--- config.mk ---
export PLATFORM = sky130hd
export DESIGN_NAME = apjb_ctrl
export DESIGN_NICKNAME = d
export VERILOG_FILES = /design/src/rtl/apjb_pkg.sv /design/src/rtl/apjb_ctrl.sv
export SDC_FILE = /design/constraint.sdc
export NUM_CORES = 1
export LEC_CHECK = 0
export BUFFER_PORTS_ARGS = -buffer_cell sky130_fd_sc_hd__clkbuf_2
export CORE_ASPECT_RATIO = 1.1
export CORE_MARGIN = 3
export CORE_UTILIZATION = 45
export DETAILED_ROUTE_END_ITERATION = 6
export GPL_TIMING_DRIVEN = 0
export HOLD_SLACK_MARGIN = 0.03
export PLACE_DENSITY = 0.73
export REMOVE_ABC_BUFFERS = 1
export SLEW_MARGIN = 20
export SYNTH_ARGS = -nofsm -noshare
export SYNTH_HDL_FRONTEND = slang
export SYNTH_SLANG_ARGS = --single-unit
--- constraint.sdc ---
create_clock -name i_clk -period 19.9 [get_ports i_clk]
set_clock_uncertainty 0.1 [all_clocks]
set_input_delay 5.97 -clock i_clk [delete_from_list [all_inputs] [get_ports i_clk]]
set_output_delay 5.97 -clock i_clk [all_outputs]
set_load 0.1 [all_outputs]
--- src/rtl/apjb_pkg.sv ---
`timescale 1ns / 1ps

package apjb_pkg;

    localparam int SAMPLE_W   = 16;
    localparam int FILL_W     = 14;
    localparam int FLEN_W     = 13;
    localparam int THR_W      = 14;
    localparam int CNT_W      = 16;
    localparam int CFG_IDX_W  = 1;
    localparam int CFG_DATA_W = 14;

    localparam logic [FLEN_W-1:0] FRAME_LEN_RESET = FLEN_W'(480);
    localparam logic [THR_W-1:0]  THRESHOLD_RESET = THR_W'(9600);

    localparam logic [CFG_IDX_W-1:0] CFG_FRAME_LEN = 1'd0;
    localparam logic [CFG_IDX_W-1:0] CFG_THRESHOLD = 1'd1;

    localparam logic CMD_STORE = 1'b0;
    localparam logic CMD_READ  = 1'b1;

    localparam logic [1:0] MODE_PREBUFFER = 2'd0;
    localparam logic [1:0] MODE_PLAY      = 2'd1;
    localparam logic [1:0] MODE_UNDERRUN  = 2'd2;

    typedef struct packed {
        logic [1:0]        mode;
        logic              frame_end;
        logic [FILL_W-1:0] fill;
        logic [CNT_W-1:0]  underrun;
    } t_read_info;

endpackage

--- src/rtl/apjb_ctrl.sv ---
`timescale 1ns / 1ps

module apjb_ctrl #(
    parameter int DEPTH = 16384
) (
    input  logic                            i_clk,
    input  logic                            i_rst_n,
    input  logic                            i_cfg_we,
    input  logic [apjb_pkg::CFG_IDX_W-1:0]  i_cfg_index,
    input  logic [apjb_pkg::CFG_DATA_W-1:0] i_cfg_data,
    input  logic                            i_store,
    input  logic                            i_read,
    input  logic [apjb_pkg::SAMPLE_W-1:0]   i_sample,
    output logic                            o_wr_en,
    output logic [$clog2(DEPTH)-1:0]        o_wr_addr,
    output logic [apjb_pkg::SAMPLE_W-1:0]   o_wr_data,
    output logic                            o_rd_en,
    output logic [$clog2(DEPTH)-1:0]        o_rd_addr,
    output apjb_pkg::t_read_info            o_info
);
    import apjb_pkg::*;

    localparam int PW = $clog2(DEPTH);
    localparam int CW = (PW > FILL_W) ? PW : FILL_W;

    logic [PW-1:0]     r_wp, n_wp;
    logic [PW-1:0]     r_rp, n_rp;
    logic              r_primed, n_primed;
    logic [FLEN_W-1:0] r_frame_rem, n_frame_rem;
    logic [1:0]        r_mode, n_mode;
    logic [CNT_W-1:0]  r_underrun, n_underrun;
    logic [FLEN_W-1:0] r_frame_len;
    logic [THR_W-1:0]  r_threshold;

    logic [FLEN_W-1:0] len;
    logic [FLEN_W-1:0] rem_start;
    logic [CW-1:0]     fill_now;
    logic [CW-1:0]     fill_after;

    function automatic logic [PW-1:0] f_advance(input logic [PW-1:0] p);
        if (p == PW'(DEPTH - 1)) begin
            return '0;
        end
        return p + PW'(1);
    endfunction

    function automatic logic [PW-1:0] f_fill(input logic [PW-1:0] wp, input logic [PW-1:0] rp);
        logic [PW:0] diff;
        diff = {1'b0, wp} - {1'b0, rp};
        if (diff[PW]) begin
            diff = diff + (PW+1)'(DEPTH);
        end
        return diff[PW-1:0];
    endfunction

    always_comb begin
        n_wp        = r_wp;
        n_rp        = r_rp;
        n_primed    = r_primed;
        n_frame_rem = r_frame_rem;
        n_mode      = r_mode;
        n_underrun  = r_underrun;

        len       = (r_frame_len == '0) ? FLEN_W'(1) : r_frame_len;
        fill_now  = CW'(f_fill(r_wp, r_rp));
        rem_start = r_frame_rem;

        if (i_store) begin
            n_wp = f_advance(r_wp);
        end

        if (i_read) begin
            // mode is fixed once at the start of each frame
            if (r_frame_rem == '0) begin
                rem_start = len;
                if (!r_primed && fill_now < CW'(r_threshold)) begin
                    n_mode = MODE_PREBUFFER;
                end else if (fill_now < CW'(len)) begin
                    n_mode   = MODE_UNDERRUN;
                    n_primed = 1'b0;
                    if (r_underrun != '1) begin
                        n_underrun = r_underrun + CNT_W'(1);
                    end
                end else begin
                    n_mode   = MODE_PLAY;
                    n_primed = 1'b1;
                end
            end
            n_frame_rem = rem_start - FLEN_W'(1);
            if (n_mode == MODE_PLAY) begin
                n_rp = f_advance(r_rp);
            end
        end

        fill_after = CW'(f_fill(r_wp, n_rp));
    end

    always_ff @(posedge i_clk) begin
        if (!i_rst_n) begin
            r_wp        <= '0;
            r_rp        <= '0;
            r_primed    <= 1'b0;
            r_frame_rem <= '0;
            r_mode      <= MODE_PREBUFFER;
            r_underrun  <= '0;
            r_frame_len <= FRAME_LEN_RESET;
            r_threshold <= THRESHOLD_RESET;
        end else begin
            r_wp        <= n_wp;
            r_rp        <= n_rp;
            r_primed    <= n_primed;
            r_frame_rem <= n_frame_rem;
            r_mode      <= n_mode;
            r_underrun  <= n_underrun;
            if (i_cfg_we) begin
                case (i_cfg_index)
                    CFG_FRAME_LEN: r_frame_len <= i_cfg_data[FLEN_W-1:0];
                    CFG_THRESHOLD: r_threshold <= i_cfg_data[THR_W-1:0];
                    default: ;
                endcase
            end
        end
    end

    assign o_wr_en   = i_store;
    assign o_wr_addr = r_wp;
    assign o_wr_data = i_sample;
    assign o_rd_en   = i_read && (n_mode == MODE_PLAY);
    assign o_rd_addr = r_rp;

    assign o_info.mode      = n_mode;
    assign o_info.frame_end = (n_frame_rem == '0);
    assign o_info.fill      = fill_after[FILL_W-1:0];
    assign o_info.underrun  = n_underrun;

endmodule

==> impl_metrics.py <==
metrics = {
    "synthesis": {
        "synthTopCellsByArea": "dfxtp_1, ha_1, nand2_1, xnor2_1, a21oi_1",
        "synth_ff_type": "dfxtp_1",
        "ys_ff_latch": 87,
        "async_reset_ff_share_pct": 0,
        "syn_area_per_cell_um2": 7.89,
        "ys_types": 71,
        "synth_top_area_share_pct": 27.7,
        "syn-cell-area_um2": 6290,
        "synth_top_area_cell": "dfxtp_1",
        "ys_seq_area_share_pct": 27.7,
        "synth_most_common_cell": "nand2_1",
        "synth_cells": 798,
        "yosysWarnings": 0,
        "synth_edf_count": 0,
        "synth_commonest_cells": "nand2_1, dfxtp_1, ha_1",
    },
    "global_routing": {
        "first_global_vias": 5321,
        "antenna_found_initial": 0,
        "grt_max_degree": 79,
        "track_usage_pct": 20.2,
        "grt_pass1_wl_mm": 25.5,
        "grt_overflow_total": 0,
    },
    "detailed_routing": {
        "wl_met1_mm": 6.86,
        "met3_length_um": 841,
        "top_layer": "met4",
        "avgViaCountPerCell": 5.43,
        "wirelength_mm": 15.1,
        "antenna_left": 0,
        "met2WireLength_mm": 7.06,
        "post-route-drc-count": 0,
        "vias": 5633,
        "drt-pass1-iter-count": 5,
        "drt_iter0_drc": 366,
        "drt-wirelength-per-cell_um": 14.6,
    },
    "clock_network": {
        "root_buffer": "clkbuf_16",
        "post-cts-setup-buffers": 0,
        "hold_buffers": 0,
        "clkSinkCount": 87,
        "cts_tree": "built",
        "htreeDepth": 3,
        "numCtsBuffers": 9,
        "cts_buffer_depth": 2,
        "ctsResizeCount": 0,
        "clk_pin_slew_ns": 0.06,
        "clkLatencyLatePin_ns": 0.35,
    },
    "outcome": {
        "status": "complete, no violations",
    },
    "sta": {
        "setup_slack_ns": 2.82,
        "relSlewSlack_pct": 37.1,
        "worstMarginPinSlew_ns": 0.943,
        "setup_violations": 0,
        "rsz0062_at_grt": "no",
        "finalHoldViolCount": 0,
        "fin_setup_tns_ns": 0,
        "max_freq_ghz": 0.0585,
        "drv_slew": 0,
        "fin_crit_ns": 17.08,
        "period_share_pct": 85.8,
    },
    "critical_path": {
        "crit_required_ns": 13.83,
        "cp.arrival_ns": 11.01,
        "worst_setup_path_start_kind": "input port",
        "crit_type": "input port to output pin",
        "cp-end-kind": "output pin",
        "crit_fanout": 28,
    },
    "floorplanning": {
        "die_h_um": 130,
        "rows": 44,
        "core_um2": 13400,
        "die-area_um2": 15400,
        "ios": 115,
        "die_w_um": 119,
        "start_util_pct": 46.8,
    },
    "power_and_ir_drop": {
        "leakagePower_nw": 3.09,
        "peakVddDrop_mv": 0.141,
        "seq_power_share_pct": 21.1,
        "switching_share_pct": 51.3,
        "power_switching_w": 0.000495,
        "powerDensity_nw_per_um2": 136,
        "p_comb_share_pct": 57.5,
        "clkPwrFrac_pct": 21.4,
        "internal_power_w": 0.000470,
    },
    "worst_hold_path": {
        "holdCritPathClass": "flip-flop to flip-flop",
    },
    "layout": {
        "area_delta_synth_final_pct": 12.4,
        "nNetsFinal": 942,
        "postLayoutCellArea_um2": 7070,
        "n_antenna_cell": 0,
        "final_layout_size_suffix_gt1_share_pct": 13.8,
    },
    "placed_design": {
        "place_congestion": 0.831,
        "portBuffers": 82,
        "placed_area_um2": 6710,
        "place_hpwl_mm": 11.6,
        "place_ws_ns": 2.98,
    },
    "flow_run": {
        "cap_violations": 0,
    },
}
## metrics by stage
step                      instances  hold slack, ns  utilization, %  total power [W]
after CTS                      1038           0.369            52.6         0.000969
final                          1038           0.364            52.7         0.000965
after global placement         1022           0.355            49.9         0.000752
after detailed placement       1022           0.360            49.9         0.000758
after floorplan                 756           0.341               -         0.000666
after global routing           1038           0.393            52.7          0.00102
## critical path, stage by stage
cell	delay [ns]
clkbuf_2	0.46
nand2_2	0.16
a21oi_1	0.35
o21ai_1	0.21
and2_1	0.24
inv_1	0.33
nand2_1	0.22
o21ai_0	0.33
ha_1	0.25
fa_1	0.23
nor2b_1	0.06
o21ai_0	0.16
nand2b_1	0.12
a21o_1	0.19
a21o_1	0.21
a41oi_1	0.21
o2bb2ai_1	0.13
a41oi_1	0.40
nor3_1	0.09
a311o_1	0.28
clkbuf_2	0.37
## power groups by stage
stage	Clock (W)	Sequential (W)	Combinational, W
2_1_floorplan	0	0.000221	0.000445
3_3_place_gp	0	0.000206	0.000546
3_5_place_dp	0	0.000206	0.000552
4_1_cts	0.000211	0.000203	0.000556
5_1_grt	0.000217	0.000205	0.000596
6_report	0.000207	0.000203	0.000555
## cells by family after synthesis
kind of cell    count (synthesis)  synth area share (%)
simple gates                  323                  26.0
compound gates                175                  19.4
buf+inv                        97                  6.92
flops                          87                  27.7
fa+ha+maj                      57                  11.6
xor+xnor                       50                  6.96
mux                             9                  1.53
## sequential cells by signal (all words and copies together) (netlist names)
signal	cells
r_primed	1
r_mode	2
r_threshold	14
o_rd_addr	14
r_frame_len	13
r_underrun	16
o_wr_addr	14
r_frame_rem	13
## routing by layer
layer | vias up | GRT usage, %
met5 | - | 0
met4 | 0 | 8.73
met3 | 23 | 4.03
met2 | 155 | 33.7
met1 | 2582 | 25.5
li1 | 2873 | -
## worst paths after layout
| check | end | startpoint | cells past startpoint | slack (ns) |
|---|---|---|---|---|
| worst max-delay path | o_info[28] | i_read | 21 | 2.82 |
| worst min register to register | r_threshold[9] | r_threshold[9] | 2 | 0.36 |
| worst min-delay path | r_threshold[9] | r_threshold[9] | 2 | 0.36 |
| worst max register to register | o_rd_addr[12] | o_wr_addr[0] | 26 | 13.91 |
## cells in the final DEF (no fill, tap or decap), drive strengths merged, types with 3 or more instances in the layout
cell type | Yosys | routed
o22ai | 4 | 4
or3 | 8 | 8
nand2b | 12 | 12
o211ai | 11 | 11
nor4 | 5 | 5
and2 | 32 | 32
a21o | 13 | 13
nand2 | 105 | 105
a211oi | 4 | 4
xnor2 | 30 | 30
nor2 | 48 | 48
a31oi | 5 | 5
mux2 | 5 | 5
a22oi | 6 | 6
a21oi | 41 | 41
a21boi | 27 | 27
bufinv | 0 | 3
and3 | 14 | 14
nor3b | 3 | 3
a41oi | 3 | 3
nand4 | 15 | 15
o31a | 3 | 3
inv | 55 | 56
dfxtp | 87 | 87
xor2 | 20 | 20
nor4b | 3 | 3
and4 | 3 | 3
nor2b | 25 | 25
clkbuf | 20 | 94
nand3 | 24 | 24
mux2i | 4 | 4
o21a | 5 | 5
ha | 55 | 55
o31ai | 3 | 3
nor3 | 20 | 20
o21ai | 31 | 31
## area by class of cell
type                       instances  area [µm²]
timing repair buffer              82         413
sequential                        87        1740
multi-input combinational        614        4120
tap                              184         230
inverter                          55         206
fill                            1332        6360
clock buffer                      12         267
clock inverter                     4        98.8
Power figures use the tool's default switching activity.
